$ cat src/sv/scta_pkg.sv
// ----------------------------------------------------------------------------
// scta_pkg: shared types, key codes and lookup tables
// Holds the set-1 key tables, the special key codes and the record types
// that pass between the translator stages.
// ----------------------------------------------------------------------------
package scta_pkg;

    localparam int unsigned KEY_W   = 7;
    localparam int unsigned CODE_W  = 8;
    localparam logic [KEY_W-1:0] KEY_COUNT = 7'd86;

    // tdata widths, whole bytes
    localparam int unsigned S_TDATA_W = 8;
    localparam int unsigned M_TDATA_W = 16;

    localparam logic [CODE_W-1:0] KC_CTRL = 8'h8C;
    localparam logic [CODE_W-1:0] KC_SHFT = 8'h8D;
    localparam logic [CODE_W-1:0] KC_ALT  = 8'h8E;
    localparam logic [CODE_W-1:0] KC_CAPS = 8'h8F;
    localparam logic [CODE_W-1:0] KC_DEL  = 8'h99;

    localparam logic [CODE_W-1:0] SPECIAL_BIT = 8'h80;
    localparam logic [CODE_W-1:0] CTRL_BSLASH = 8'h1C;
    localparam logic [CODE_W-1:0] CASE_BIT    = 8'h20;

    typedef struct packed {
        logic shift;
        logic ctrl;
        logic alt;
        logic caps;
    } t_mods;

    typedef struct packed {
        logic              reset_request;
        logic              key_activity;
        logic              caps_led;
        logic [CODE_W-1:0] char_code;
        logic              char_valid;
    } t_result;

    function automatic logic [CODE_W-1:0] base_code(input logic [KEY_W-1:0] key);
        logic [CODE_W-1:0] c;
        c = '0;
        case (key)
            7'd1:  c = 8'h1B;
            7'd2:  c = "1";
            7'd3:  c = "2";
            7'd4:  c = "3";
            7'd5:  c = "4";
            7'd6:  c = "5";
            7'd7:  c = "6";
            7'd8:  c = "7";
            7'd9:  c = "8";
            7'd10: c = "9";
            7'd11: c = "0";
            7'd12: c = "-";
            7'd13: c = "=";
            7'd14: c = 8'h08;
            7'd15: c = 8'h09;
            7'd16: c = "q";
            7'd17: c = "w";
            7'd18: c = "e";
            7'd19: c = "r";
            7'd20: c = "t";
            7'd21: c = "y";
            7'd22: c = "u";
            7'd23: c = "i";
            7'd24: c = "o";
            7'd25: c = "p";
            7'd26: c = "[";
            7'd27: c = "]";
            7'd28: c = 8'h0D;
            7'd29: c = KC_CTRL;
            7'd30: c = "a";
            7'd31: c = "s";
            7'd32: c = "d";
            7'd33: c = "f";
            7'd34: c = "g";
            7'd35: c = "h";
            7'd36: c = "j";
            7'd37: c = "k";
            7'd38: c = "l";
            7'd39: c = ";";
            7'd40: c = 8'h27;
            7'd41: c = 8'h60;
            7'd42: c = KC_SHFT;
            7'd43: c = 8'h5C;
            7'd44: c = "z";
            7'd45: c = "x";
            7'd46: c = "c";
            7'd47: c = "v";
            7'd48: c = "b";
            7'd49: c = "n";
            7'd50: c = "m";
            7'd51: c = ",";
            7'd52: c = ".";
            7'd53: c = "/";
            7'd54: c = KC_SHFT;
            7'd55: c = "*";
            7'd56: c = KC_ALT;
            7'd57: c = " ";
            7'd58: c = KC_CAPS;
            7'd59: c = 8'h80;
            7'd60: c = 8'h81;
            7'd61: c = 8'h82;
            7'd62: c = 8'h83;
            7'd63: c = 8'h84;
            7'd64: c = 8'h85;
            7'd65: c = 8'h86;
            7'd66: c = 8'h87;
            7'd67: c = 8'h88;
            7'd68: c = 8'h89;
            7'd71: c = 8'h90;
            7'd72: c = 8'h94;
            7'd73: c = 8'h92;
            7'd75: c = 8'h96;
            7'd77: c = 8'h97;
            7'd79: c = 8'h91;
            7'd80: c = 8'h95;
            7'd81: c = 8'h93;
            7'd82: c = 8'h98;
            7'd83: c = KC_DEL;
            7'd84: c = 8'h8A;
            7'd85: c = 8'h8B;
            default: c = '0;
        endcase
        return c;
    endfunction

    function automatic logic [CODE_W-1:0] shift_code(input logic [KEY_W-1:0] key);
        logic [CODE_W-1:0] c;
        c = '0;
        case (key)
            7'd1:  c = 8'h1B;
            7'd2:  c = "!";
            7'd3:  c = "@";
            7'd4:  c = "#";
            7'd5:  c = "$";
            7'd6:  c = "%";
            7'd7:  c = "^";
            7'd8:  c = "&";
            7'd9:  c = "*";
            7'd10: c = "(";
            7'd11: c = ")";
            7'd12: c = "_";
            7'd13: c = "+";
            7'd14: c = 8'h08;
            7'd15: c = 8'h09;
            7'd16: c = "Q";
            7'd17: c = "W";
            7'd18: c = "E";
            7'd19: c = "R";
            7'd20: c = "T";
            7'd21: c = "Y";
            7'd22: c = "U";
            7'd23: c = "I";
            7'd24: c = "O";
            7'd25: c = "P";
            7'd26: c = "{";
            7'd27: c = "}";
            7'd28: c = 8'h0D;
            7'd30: c = "A";
            7'd31: c = "S";
            7'd32: c = "D";
            7'd33: c = "F";
            7'd34: c = "G";
            7'd35: c = "H";
            7'd36: c = "J";
            7'd37: c = "K";
            7'd38: c = "L";
            7'd39: c = ":";
            7'd40: c = 8'h22;
            7'd41: c = "~";
            7'd43: c = "|";
            7'd44: c = "Z";
            7'd45: c = "X";
            7'd46: c = "C";
            7'd47: c = "V";
            7'd48: c = "B";
            7'd49: c = "N";
            7'd50: c = "M";
            7'd51: c = "<";
            7'd52: c = ">";
            7'd53: c = "?";
            7'd55: c = "*";
            7'd57: c = " ";
            default: c = '0;
        endcase
        return c;
    endfunction

endpackage

$ cat src/sv/scta_xlate.sv
// ----------------------------------------------------------------------------
// scta_xlate: scan code translation logic
// Maps one registered scan code and the current modifier flags to a result
// word and the modifier flags that follow it.
// ----------------------------------------------------------------------------
module scta_xlate (
    input  logic [scta_pkg::CODE_W-1:0] i_code,
    input  scta_pkg::t_mods             i_mods,
    output scta_pkg::t_mods             o_mods,
    output scta_pkg::t_result           o_result
);

    logic [scta_pkg::KEY_W-1:0]  key;
    logic                        press;
    logic                        in_range;
    logic [scta_pkg::CODE_W-1:0] base;
    logic [scta_pkg::CODE_W-1:0] c;
    logic                        is_mod;

    assign key      = i_code[scta_pkg::KEY_W-1:0];
    assign press    = ~i_code[scta_pkg::CODE_W-1];
    assign in_range = key < scta_pkg::KEY_COUNT;
    assign base     = scta_pkg::base_code(key);
    assign is_mod   = (base == scta_pkg::KC_SHFT) || (base == scta_pkg::KC_CTRL) ||
                      (base == scta_pkg::KC_ALT)  || (base == scta_pkg::KC_CAPS);

    // modifier flag tracking
    always_comb begin
        o_mods = i_mods;
        if (in_range) begin
            if (base == scta_pkg::KC_SHFT) begin
                o_mods.shift = press;
            end else if (base == scta_pkg::KC_CTRL) begin
                o_mods.ctrl = press;
            end else if (base == scta_pkg::KC_ALT) begin
                o_mods.alt = press;
            end else if (base == scta_pkg::KC_CAPS && press) begin
                o_mods.caps = ~i_mods.caps;
            end
        end
    end

    // character path for keys below the special range
    always_comb begin
        c = base;
        if (i_mods.ctrl) begin
            if (base >= "a" && base <= "z") begin
                c = base - 8'h60;
            end else if (base == 8'h5C) begin
                c = scta_pkg::CTRL_BSLASH;
            end else begin
                c = '0;
            end
        end else if (i_mods.shift) begin
            c = scta_pkg::shift_code(key);
        end
        if (i_mods.caps) begin
            if (c >= "A" && c <= "Z") begin
                c = c + scta_pkg::CASE_BIT;
            end else if (c >= "a" && c <= "z") begin
                c = c - scta_pkg::CASE_BIT;
            end
        end
        if (i_mods.alt && c != '0) begin
            c = c | scta_pkg::SPECIAL_BIT;
        end
    end

    always_comb begin
        o_result               = '0;
        o_result.caps_led      = o_mods.caps;
        o_result.key_activity  = in_range & press;
        if (in_range && press && !is_mod) begin
            if (base >= scta_pkg::SPECIAL_BIT) begin
                o_result.char_code     = base;
                o_result.char_valid    = 1'b1;
                o_result.reset_request = (base == scta_pkg::KC_DEL) &&
                                         i_mods.ctrl && i_mods.alt;
            end else if (c != '0) begin
                o_result.char_code  = c;
                o_result.char_valid = 1'b1;
            end
        end
    end

endmodule

$ cat src/sv/scancode_to_ascii_translator_unit.sv
// ----------------------------------------------------------------------------
// scancode_to_ascii_translator_unit: set-1 scan code to ascii translator
// Input register, translation logic with modifier flags, result register.
// ----------------------------------------------------------------------------
// Takes set-1 scan code words and returns exactly one result word for each,
// through the input register and then the result register. A new word is
// accepted every cycle as long as the result register drains; the only loop
// is the modifier flag register, updated when a code moves from the input
// register into the result register. Result tdata carries, from bit 0 up:
// char_valid, char_code[7:0], caps_led, key_activity, reset_request, then
// zeros to bit 15.
module scancode_to_ascii_translator_unit (
    input  logic                           i_clk,
    input  logic                           i_rst_n,
    input  logic                           i_s_tvalid,
    output logic                           o_s_tready,
    input  logic [scta_pkg::S_TDATA_W-1:0] i_s_tdata,  // scan_code
    output logic                           o_m_tvalid,
    input  logic                           i_m_tready,
    // char_valid, char_code, caps_led, key_activity, reset_request, zero pad
    output logic [scta_pkg::M_TDATA_W-1:0] o_m_tdata
);

    logic                        r_in_valid;
    logic [scta_pkg::CODE_W-1:0] r_in_code;
    logic                        r_out_valid;
    scta_pkg::t_result           r_out;
    scta_pkg::t_mods             r_mods;
    scta_pkg::t_mods             n_mods;
    scta_pkg::t_result           n_out;
    logic                        out_free;
    logic                        advance;

    assign out_free   = ~r_out_valid | i_m_tready;
    assign advance    = r_in_valid & out_free;
    assign o_s_tready = ~r_in_valid | out_free;

    scta_xlate u_xlate (
        .i_code   (r_in_code),
        .i_mods   (r_mods),
        .o_mods   (n_mods),
        .o_result (n_out)
    );

    always_ff @(posedge i_clk) begin
        if (!i_rst_n) begin
            r_in_valid  <= 1'b0;
            r_out_valid <= 1'b0;
            r_mods      <= '0;
        end else begin
            if (o_s_tready) begin
                r_in_valid <= i_s_tvalid;
            end
            if (out_free) begin
                r_out_valid <= r_in_valid;
            end
            if (advance) begin
                r_mods <= n_mods;
            end
        end
    end

    // payload registers
    always_ff @(posedge i_clk) begin
        if (o_s_tready && i_s_tvalid) begin
            r_in_code <= i_s_tdata;
        end
        if (advance) begin
            r_out <= n_out;
        end
    end

    assign o_m_tvalid = r_out_valid;
    assign o_m_tdata  = {{(scta_pkg::M_TDATA_W - $bits(scta_pkg::t_result)){1'b0}}, r_out};

endmodule

$ cat config.mk
export PLATFORM = sky130hd
export DESIGN_NAME = scancode_to_ascii_translator_unit
export DESIGN_NICKNAME = d
export VERILOG_FILES = /design/src/sv/scta_pkg.sv /design/src/sv/scta_xlate.sv /design/src/sv/scancode_to_ascii_translator_unit.sv
export SDC_FILE = /design/constraint.sdc
export NUM_CORES = 1
export LEC_CHECK = 0
export ABC_CLOCK_PERIOD_IN_PS = 2600
export BUFFER_PORTS_ARGS = -buffer_cell sky130_fd_sc_hd__clkbuf_2
export CAP_MARGIN = 20
export CELL_PAD_IN_SITES_DETAIL_PLACEMENT = 1
export CELL_PAD_IN_SITES_GLOBAL_PLACEMENT = 2
export CORE_UTILIZATION = 33
export CTS_CLUSTER_SIZE = 8
export DETAILED_ROUTE_END_ITERATION = 16
export PLACE_DENSITY_LB_ADDON = 0.1
export SLEW_MARGIN = 20
export SYNTH_ARGS = -nofsm -noshare
export SYNTH_HDL_FRONTEND = slang
export SYNTH_SLANG_ARGS = --single-unit
$ cat constraint.sdc
create_clock -name i_clk -period 2.6 [get_ports i_clk]
set_input_delay 0.26 -clock i_clk [delete_from_list [all_inputs] [get_ports i_clk]]
set_output_delay 0.26 -clock i_clk [all_outputs]
set_load 0.01 [all_outputs]
==> impl_metrics.json, run 1 <==
{
  "synth_cell_types": 81,
  "synth_largest_area_cell": "edfxtp_1",
  "period_share_pct": 96.61,
  "hold_class": "primary input to flip-flop",
  "wire_per_inst_um": 21.49,
  "die-area_um2": 11500,
  "crit_required_ns": 2.76,
  "start_kind": "flip-flop",
  "antenna_found_initial": 0,
  "synth_edf_count": 20,
  "crit_arrival_ns": 2.68,
  "synth_cells": 449,
  "drive_gt1_share_pct": 25.60,
  "syn_area_per_cell_um2": 8.143,
  "yosysWarnings": 0,
  "synth.top_cell.area_share_pct": 16.43,
  "track_usage_pct": 24.43,
  "place.gp.congestion": 0.8706,
  "min_delay_path_depth": 1,
  "power_density_nw_per_um2": 482.7,
  "ys.flop_type": "dfxtp_1",
  "crit_buf_inv": 3,
  "setup_viol": 0,
  "area_growth_pct": 20.94,
  "r2r_start": "r_in_valid",
  "cpPeakStageDelay_ns": 0.39,
  "ir_drop_mv": 0.2654,
  "dr.first_iter.drc_count": 314,
  "place_hpwl_um": 10470,
  "timing.final.crit_period_ns": 2.512,
  "fin_nets": 531,
  "grt_pass1_wl_um": 21220,
  "synth_area_leaders": "edfxtp_1 16%, dfxtp_1 11%, ha_1 5.5%, a21oi_1 4.8%, nand2_1 4.6%",
  "worstRegToRegCells": 9,
  "criticalPathCategory": "flip-flop to flip-flop",
  "clockBufferDepth": 2,
  "rsz0062_at_grt": "true",
  "ant_nets": 0,
  "die_w_um": 107.3,
  "hold_viol": 0,
  "total_power_uw": 2134,
  "finalMaxSlewViolations": 0,
  "drcViolationCount": 1,
  "cap_viol_max_count": 0,
  "slew_headroom_pct": 66.82,
  "synth_common_cells": "45 x nand2_1, 35 x a21oi_1, 33 x o21ai_0, 31 x nor2_1, 21 x dfxtp_1",
  "worst_slew_pin_slew_ns": 0.4839,
  "failed_checks": "design-rule violations",
  "initial_core_util_pct": 33.87,
  "cts_buffers": 5,
  "io_pins": 30,
  "clk_pin_slew_ns": 0.09,
  "cp_max_fo": 8,
  "yosys_register_bits": 41,
  "path_cells": "and3b_2 -> inv_2 -> buf_4 -> and3_4 -> buf_4 -> a211o_2 -> o221a_2 -> a32oi_1 -> o221ai_1",
  "cp_common_cell": "buf_4",
  "r2r_setup_slack_ns": 0.09,
  "setup_tns_ns": 0,
  "dieHeight_um": 107.3,
  "drt_wl_total_um": 13840,
  "row_count": 38,
  "grt_max_degree": 40,
  "clock.fmax_ghz": 0.3981,
  "crit_family": "compound AO/OA/AOI/OAI gates",
  "tritoncts": "yes",
  "overflow": 0,
  "diodes": 0,
  "root_buffer": "clkbuf_8",
  "cts_max_level": 2,
  "core_area_um2": 10790,
  "firstDrtPassIters": 11,
  "ys_async_sr_fraction_pct": 0,
  "skew_ns": 0.008788,
  "io_buffer_count": 25,
  "syn-cell-area_um2": 3656,
  "worst_setup_path_end_kind": "flip-flop",
  "vias_per_cell": 5.947,
  "hold_buffers": 0,
  "seq_area_frac_synth_pct": 27.93,
  "synth_most_common_cell": "nand2_1",
  "worstSkewPairLatency_ns": 0.31,
  "fillers": 1321,
  "hold_start": "i_s_tdata[7]",
  "vias": 3830,
  "slowest_stage": "a211o_2",
  "numClockSinks": 41,
  "hold-path-endpoint": "r_in_code[7]",
  "outcome": "complete, but fails checks",
  "p_leak_uw": 0.001767,
  "grt_pass1_vias": 3715
}
## placed cells by master, fill, tap and decap left out, types with 9 or more instances in the layout
| cell type | synthesis | final |
|---|---|---|
| ha_1 | 16 | 15 |
| buf_4 | 6 | 49 |
| edfxtp_1 | 20 | 20 |
| inv_1 | 14 | 14 |
| clkbuf_2 | 0 | 25 |
| nor3_1 | 17 | 14 |
| dfxtp_1 | 21 | 21 |
| o21ai_0 | 33 | 30 |
| a21oi_1 | 35 | 35 |
| a211oi_1 | 11 | 9 |
| nand3_1 | 13 | 13 |
| nor2_1 | 31 | 31 |
| nand2_1 | 45 | 44 |
## metrics by stage
stage | utilization (%) | cell area [µm²] | worst slack (ns) | hold WS [ns] | std cells
detailed placement | 39.38 | 4250 | -0.03708 | 0.4427 | 636
global placement | 39.38 | 4250 | 0.02495 | 0.4421 | 636
floorplan | - | 3667 | 0.04230 | 0.3589 | 452
finish | 40.97 | 4422 | 0.08801 | 0.1300 | 644
global route | 40.97 | 4422 | -0.03628 | 0.1169 | 644
CTS | 40.24 | 4343 | 0.002102 | 0.1209 | 644
## what timing repair did
| item | CTS | global route |
|---|---|---|
| gates resized for setup | 1 | 20 |
| setup endpoints to repair | 2 | 10 |
| pin swaps | 0 | 5 |
| gates cloned | 0 | 0 |
| setup buffers | 0 | 0 |
## final cells by class
cell class | count | area, µm² | share of cell area [%]
clock buffer | 6 | 72.57 | 1.641
clock inverter | 2 | 15.01 | 0.3396
inverter | 17 | 63.81 | 1.443
multi-input combinational | 358 | 2461 | 55.66
sequential | 41 | 1021 | 23.09
tap | 140 | 175.2 | 3.962
timing repair buffer | 80 | 613.1 | 13.87
## power breakdown
| part | leakage [µW] | internal [µW] | switching, µW |
|---|---|---|---|
| clock | 0.0000374 | 190 | 250 |
| combinational | 0.00136 | 360 | 544 |
| sequential | 0.000365 | 743 | 47.9 |
| total | 0.00177 | 1290 | 842 |
## per-layer routing
metal	wire length, µm	up-vias	global-route usage (%)
met4	191	0	5.382
met3	697	16	3.814
met5	0	-	0
li1	-	1804	-
met2	6032	123	38.20
met1	6917	1887	35.18
## cell families after synthesis
| kind of cell | count (synthesis) | synth area share (%) |
|---|---|---|
| DFF | 41 | 27.93 |
| muxes | 9 | 3.593 |
| other | 1 | 0.1026 |
| xor gates and xnor gates | 2 | 0.4792 |
| buffers and inverters | 53 | 7.358 |
| AOI/OAI and AO/OA | 170 | 32.44 |
| adders and majority gates | 16 | 5.476 |
| and+or+nand+nor | 157 | 22.62 |
## how the worst max path moves through the flow
stage	cells after the start	slack [ns]	endpoint	startpoint
after CTS	9	0.002	o_m_tdata[8]	u_xlate.base[5]
after global placement	11	0.02	u_xlate.base[1]	i_m_tready
after detailed placement	12	-0.04	u_xlate.base[1]	i_m_tready
after global routing	8	-0.04	o_m_tdata[8]	u_xlate.base[5]
final	9	0.09	flip-flop	r_in_valid
after floorplan	13	0.04	u_xlate.base[3]	o_m_tvalid
(Power assumes the default switching activity.)
==> run 2: changes to the inputs <==
--- a/config.mk
+++ b/config.mk
@@ -10,11 +10,13 @@
 export CAP_MARGIN = 20
 export CELL_PAD_IN_SITES_DETAIL_PLACEMENT = 1
 export CELL_PAD_IN_SITES_GLOBAL_PLACEMENT = 2
-export CORE_UTILIZATION = 33
+export CORE_MARGIN = 4
+export CORE_UTILIZATION = 32
 export CTS_CLUSTER_SIZE = 8
 export DETAILED_ROUTE_END_ITERATION = 16
 export PLACE_DENSITY_LB_ADDON = 0.1
-export SLEW_MARGIN = 20
+export SLEW_MARGIN = 30
 export SYNTH_ARGS = -nofsm -noshare
 export SYNTH_HDL_FRONTEND = slang
+export SYNTH_HIERARCHICAL = 1
 export SYNTH_SLANG_ARGS = --single-unit
==> run 2 against run 1 <==
  * The run ends with negative setup slack left
  * Critical path depth increased by 7
  * Routed wire length increased by 1.7%
  * Sequential share of layout area decreased by 8.5 points
  * Core utilization increased by 9.6 points
  * First-iteration DRC count decreased by 7.6%
  * Total power decreased by 23%
  * Design area increased by 11%
  * Global-route usage increased by 0.054 points
  * Worst setup slack got worse by 1.2 ns
  * Via count increased by 0.10%
  * Sequential power decreased by 39%
  * Critical path type unchanged
  * Highest routed layer unchanged
==> impl_metrics.json, run 2 <==
{
  "synth_cell_types": 82,
  "grt_pass1_wl_um": 21980,
  "tritoncts": "yes",
  "fin_nets": 588,
  "place_hpwl_um": 11140,
  "final_common_cell": "buf_4",
  "vias_per_cell": 5.532,
  "worstSkewPairLatency_ns": 0.29,
  "start_kind": "flip-flop",
  "hold_viol": 0,
  "io_pins": 30,
  "period_share_pct": 144.6,
  "clock.fmax_ghz": 0.2659,
  "drive_gt1_share_pct": 46.25,
  "failed_checks": "negative setup slack",
  "synth_edf_count": 20,
  "crit_required_ns": 2.65,
  "area_growth_pct": 54.19,
  "rsz0062_at_grt": "true",
  "grt_max_degree": 28,
  "cpPeakStageDelay_ns": 0.43,
  "ant_nets": 0,
  "hold_buffers": 0,
  "numClockSinks": 26,
  "firstDrtPassIters": 4,
  "finalMaxSlewViolations": 0,
  "root_buffer": "clkbuf_8",
  "dr.first_iter.drc_count": 290,
  "cts_max_level": 1,
  "io_buffer_count": 25,
  "yosysWarnings": 6,
  "synthAdderAreaFrac_pct": 5.878,
  "ir_drop_mv": 0.2021,
  "fin_util_pct": 50.60,
  "crit_buf_inv": 4,
  "syn-cell-area_um2": 3193,
  "track_usage_pct": 24.48,
  "largest_register_ffs": 12,
  "initial_core_util_pct": 32.82,
  "ys_async_sr_fraction_pct": 0,
  "row_count": 36,
  "synth_top_family_by_area": "compound AO/OA/AOI/OAI gates",
  "power_density_nw_per_um2": 332.9,
  "drcViolationCount": 0,
  "slowest_stage": "edfxtp_1",
  "cap_viol_max_count": 0,
  "synth_most_common_cell": "nand2_1",
  "synth_area_leaders": "edfxtp_1 19%, ha_1 5.9%, a21oi_1 5.8%, nand2_1 5.1%, dfxtp_1 3.8%",
  "synth_compound_area_share_pct": 34.40,
  "yosys_register_bits": 26,
  "setup_tns_ns": -12.46,
  "seq_area_frac_synth_pct": 22.57,
  "setup_viol": 15,
  "p_leak_uw": 0.002035,
  "drt_wl_total_um": 14070,
  "syn_area_per_cell_um2": 7.865,
  "worst_setup_path_end_kind": "flip-flop",
  "clk_pin_slew_ns": 0.11,
  "vias": 3834,
  "synth_cells": 406,
  "cts_buffers": 3,
  "synthXorXnorAreaFrac_pct": 0.2743,
  "synth_simple_gate_area_share_pct": 25.00,
  "ys.flop_type": "edfxtp_1",
  "die-area_um2": 11640,
  "timing.final.crit_period_ns": 3.761,
  "crit_family": "compound AO/OA/AOI/OAI gates",
  "grt_pass1_vias": 4024,
  "criticalPathCategory": "flip-flop to flip-flop",
  "path_cells": "buf_4 -> buf_4 -> or2_2 -> nand3_1 -> a221oi_4 -> o32ai_4 -> buf_4 -> o21a_1 -> o211ai_2 -> a32oi_4 -> inv_2 -> ha_4 -> nor2_2 -> or3_1 -> o22ai_1 -> a31oi_1",
  "hold_class": "primary input to flip-flop",
  "synthMuxAreaShare_pct": 3.605,
  "cp_common_cell": "buf_4",
  "core_area_um2": 9729,
  "antenna_found_initial": 0,
  "slew_headroom_pct": 66.30,
  "fin_ws_ns": -1.161,
  "cp_max_fo": 7,
  "place.gp.congestion": 0.9141,
  "diodes": 0,
  "clockBufferDepth": 2,
  "synth.top_cell.area_share_pct": 18.81,
  "die_w_um": 107.9,
  "final_cell_mix": "150 x buf_4, 39 x nand2_1, 30 x a21oi_1",
  "outcome": "complete, but fails checks",
  "dieHeight_um": 107.9,
  "crit_arrival_ns": 3.81,
  "worst_slew_pin_slew_ns": 0.5036,
  "skew_ns": 0.01044,
  "synth_common_cells": "43 x nand2_1, 37 x a21oi_1, 29 x nor2_1, 20 x edfxtp_1, 20 x o21ai_0",
  "wire_per_inst_um": 20.31,
  "overflow": 0,
  "synth_largest_area_cell": "edfxtp_1"
}
==> run 2: changes by cell type in the layout (fill, tap and decap cells not counted), moves of 5 or more <==
cell / previous run / this run
nand2_1: 44 / 39
dfxtp_1: 21 / 6
a21oi_1: 35 / 30
nand3b_1: 8 / 2
buf_4: 49 / 150
nor3_1: 14 / 6
a21oi_2: 1 / 7
o21ai_0: 30 / 15
nand2b_1: 5 / 15
nor2_1: 31 / 26
ha_1: 15 / 8
nor2b_1: 4 / 9
a311oi_1: 0 / 5
==> run 2: per-layer routing <==
metal | part of all wire (%) | GRT usage [%] | up-vias
li1 | - | - | 1829
met1 | 48 | 35.54 | 1905
met2 | 48 | 40.85 | 89
met3 | 3.3 | 1.680 | 11
met4 | 0.87 | 3.066 | 0
met5 | 0 | 0 | -
==> run 2: cell type report <==
cell class / instances / area, µm²
Sequential cell: 26 / 720.7
Fill cell: 1222 / 4806
Tap cell: 133 / 166.4
Clock inverter: 1 / 30.03
Multi-Input combinational cell: 333 / 2560
Clock buffer: 3 / 41.29
Timing Repair Buffer: 181 / 1345
Inverter: 16 / 60.06
==> run 2: timing repair <==
item,4_1_cts,5_1_grt
setup endpoints to repair,15,15
pin swaps,19,19
buffers inserted,5,2
gates resized for setup,40,29
==> run 2: cells by family (layout without fill, tap and decap cells) <==
| family | count (synthesis) | after routing |
|---|---|---|
| AOI/OAI and AO/OA | 148 | 148 |
| xor gates and xnor gates | 1 | 1 |
| adders and majority gates | 15 | 15 |
| buffers and inverters | 50 | 201 |
| DFF | 26 | 26 |
| muxes | 10 | 10 |
| other | 1 | 4 |
| and+or+nand+nor | 155 | 155 |
==> run 2: worst paths after layout <==
path | from | to | slack, ns | cells past startpoint
max reg2reg | r_in_code[0] | o_m_tdata[7] | -1.16 | 16
max | r_in_code[0] | o_m_tdata[7] | -1.16 | 16
min reg2reg | r_mods[1] | r_mods[1] | 0.52 | 2
min | i_s_tdata[5] | r_in_code[5] | 0.15 | 1
==> run 2: per-stage QoR <==
step	cells	hold slack (ns)	total power (µW)	instance area, µm²	worst slack (ns)
2_1_floorplan	409	0.3589	853.4	3238	-1.566
3_3_place_gp	683	0.4372	1179	4483	-1.234
3_5_place_dp	683	0.4394	1193	4483	-1.371
4_1_cts	692	0.1398	1604	4783	-1.235
5_1_grt	693	0.1366	1721	4923	-1.310
6_report	693	0.1457	1639	4923	-1.161
==> run 2: report_power, final <==
group	internal, µW	switching (µW)
Sequential	470	12.3
Combinational	370	425
Clock	207	155
==> run 3: changes to the inputs <==
--- a/config.mk
+++ b/config.mk
@@ -5,11 +5,11 @@
 export SDC_FILE = /design/constraint.sdc
 export NUM_CORES = 1
 export LEC_CHECK = 0
-export ABC_CLOCK_PERIOD_IN_PS = 2600
 export BUFFER_PORTS_ARGS = -buffer_cell sky130_fd_sc_hd__clkbuf_2
 export CAP_MARGIN = 20
 export CELL_PAD_IN_SITES_DETAIL_PLACEMENT = 1
 export CELL_PAD_IN_SITES_GLOBAL_PLACEMENT = 2
+export CORE_ASPECT_RATIO = 1.1
 export CORE_MARGIN = 4
 export CORE_UTILIZATION = 32
 export CTS_CLUSTER_SIZE = 8
==> run 3 against run 2 <==
  * The flow still finishes with violations (negative setup slack)
  * Worst setup slack got worse by 0.072 ns
  * Register-to-register slack got worse by 0.07 ns
  * First-iteration DRC count decreased by 6.9%
  * Total power increased by 5.3%
  * Design area increased by 9.3%
  * Via count increased by 4.1%
  * Global-route usage increased by 2.0 points
  * Largest cell class unchanged
  * Largest power group unchanged
==> impl_metrics.json, run 3 (synthesis results as in run 2) <==
{
  "outcome": "complete, but fails checks",
  "failed_checks": "negative setup slack",
  "cts_max_level": 1,
  "rsz0062_at_grt": "true",
  "wire_per_inst_um": 23.03,
  "diodes": 0,
  "r2r_setup_slack_ns": -1.23,
  "clockBufferDepth": 2,
  "initial_core_util_pct": 33.48,
  "criticalPathCategory": "flip-flop to flip-flop",
  "root_buffer": "clkbuf_8",
  "io_buffer_count": 25,
  "hold_buffers": 0,
  "comb_power_share_pct": 53.3,
  "crit_path_end": "o_m_tdata[7]",
  "vias": 3992,
  "area_growth_pct": 68.46,
  "crit_arrival_ns": 3.88,
  "cts_buffers": 3,
  "slowest_stage": "edfxtp_1",
  "clock.fmax_ghz": 0.2609,
  "clk_pin_slew_ns": 0.11,
  "p_int_uw": 1067,
  "final_common_cell": "buf_4",
  "pre_cts_ws_ns": -1.412,
  "final_cell_mix": "141 x buf_4, 36 x nand2_1, 25 x a21oi_1, 25 x clkbuf_2",
  "antenna_found_initial": 0,
  "start_kind": "flip-flop",
  "cpPeakStageDelay_ns": 0.42,
  "hold_viol": 0,
  "timing.final.crit_period_ns": 3.833,
  "path_cells": "buf_6 -> buf_6 -> buf_4 -> buf_4 -> nand2_2 -> o221a_1 -> o31ai_2 -> o311ai_2 -> or2_1 -> o311a_4 -> a32oi_4 -> inv_2 -> ha_4 -> nor2_2 -> or3_1 -> o22ai_1 -> a31oi_1",
  "hold_class": "primary input to flip-flop",
  "numClockSinks": 26,
  "overflow": 0,
  "cp_max_fo": 4,
  "largest_register_ffs": 12,
  "drive_gt1_share_pct": 53.66,
  "switching_share_pct": 38.18,
  "worst_setup_path_end_kind": "flip-flop",
  "grt_pass1_vias": 4385,
  "fin_ws_ns": -1.233,
  "ant_nets": 0,
  "fin_nets": 602,
  "place.gp.congestion": 0.9720,
  "p_leak_uw": 0.002226,
  "period_share_pct": 147.4,
  "die-area_um2": 11640,
  "finalMaxSlewViolations": 0,
  "grt_pass1_wl_um": 23910,
  "dieHeight_um": 112.8,
  "ir_drop_mv": 0.2812,
  "critPathLaunch": "r_in_code[2]",
  "drcViolationCount": 0,
  "grt_max_degree": 23,
  "row_count": 37,
  "power.share.clock_pct": 18.8,
  "skew_ns": 0.008329,
  "vias_per_cell": 5.777,
  "hold_ws_ns": 0.1344,
  "total_power_uw": 1726,
  "power_density_nw_per_um2": 320.9,
  "setup_viol": 15,
  "io_pins": 30,
  "switchingPower_uw": 659.0,
  "track_usage_pct": 26.44,
  "cap_viol_max_count": 0,
  "r2r_start": "r_in_code[2]",
  "crit_required_ns": 2.64,
  "firstDrtPassIters": 4,
  "drt_wl_total_um": 15910,
  "dr.first_iter.drc_count": 270,
  "p_seq_share_pct": 27.9,
  "worstSkewPairLatency_ns": 0.29,
  "die_w_um": 103.2,
  "regToRegEndpoint": "o_m_tdata[7]",
  "place_hpwl_um": 11250,
  "tritoncts": "yes",
  "core_area_um2": 9537,
  "worstRegToRegCells": 17
}
run 3: per-stage QoR:
step,area [µm²],util [%],TNS (ns),instances
after floorplan,3238,-,-13.22,409
after global placement,4403,46.17,-15.73,659
after detailed placement,4403,46.17,-16.49,659
after CTS,5020,52.64,-12.88,685
after global routing,5379,56.40,-14.40,691
final,5379,56.40,-12.61,691
run 3: worst min-delay path by stage:
stage / from / to / slack, ns / cells past startpoint
floorplan: i_s_tdata[0] / r_in_code[0] / 0.36 / 0
global placement: i_s_tdata[7] / r_in_code[7] / 0.44 / 1
detailed placement: i_s_tdata[7] / r_in_code[7] / 0.44 / 1
CTS: i_s_tdata[4] / r_in_code[4] / 0.13 / 1
global route: i_s_tdata[6] / r_in_code[6] / 0.13 / 1
finish: i_s_tdata[4] / r_in_code[4] / 0.13 / 1
run 3: timing repair:
action                     4_1_cts  5_1_grt
pin swaps                       30       43
gates resized for setup         84       66
setup endpoints to repair       15       15
setup buffers                   23       11
run 3: power by group through the flow:
| stage | clock network [µW] | registers, µW | logic [µW] |
|---|---|---|---|
| global route | 352 | 485 | 970 |
| CTS | 329 | 482 | 801 |
| floorplan | 0 | 498 | 355 |
| finish | 325 | 482 | 919 |
| detailed placement | 0 | 492 | 692 |
| global placement | 0 | 491 | 677 |
run 3: worst max-delay path: cells and delay by family (launching register included):
| family | cells | cell delay [ns] |
|---|---|---|
| AO/OA/AOI/OAI | 7 | 1.60 |
| adder cells (fa/ha/maj) | 1 | 0.27 |
| AND/OR/NAND/NOR | 4 | 0.72 |
| buffers and inverters | 5 | 0.57 |
| flip-flops | 1 | 0.42 |
run 3: layer usage:
metal	up-vias	GRT usage [%]	share of wire, %
li1	1857	-	-
met1	1959	31.67	40
met2	122	46.21	51
met3	54	2.836	3.6
met4	0	12.69	5.1
met5	-	0	0
run 3: final cells by class:
class,count,area [µm²]
inverter,16,66.31
multi-input combinational,333,2831
clock buffer,4,66.31
sequential,26,720.7
timing repair buffer,195,1548
tap,117,146.4
fill,1116,4158
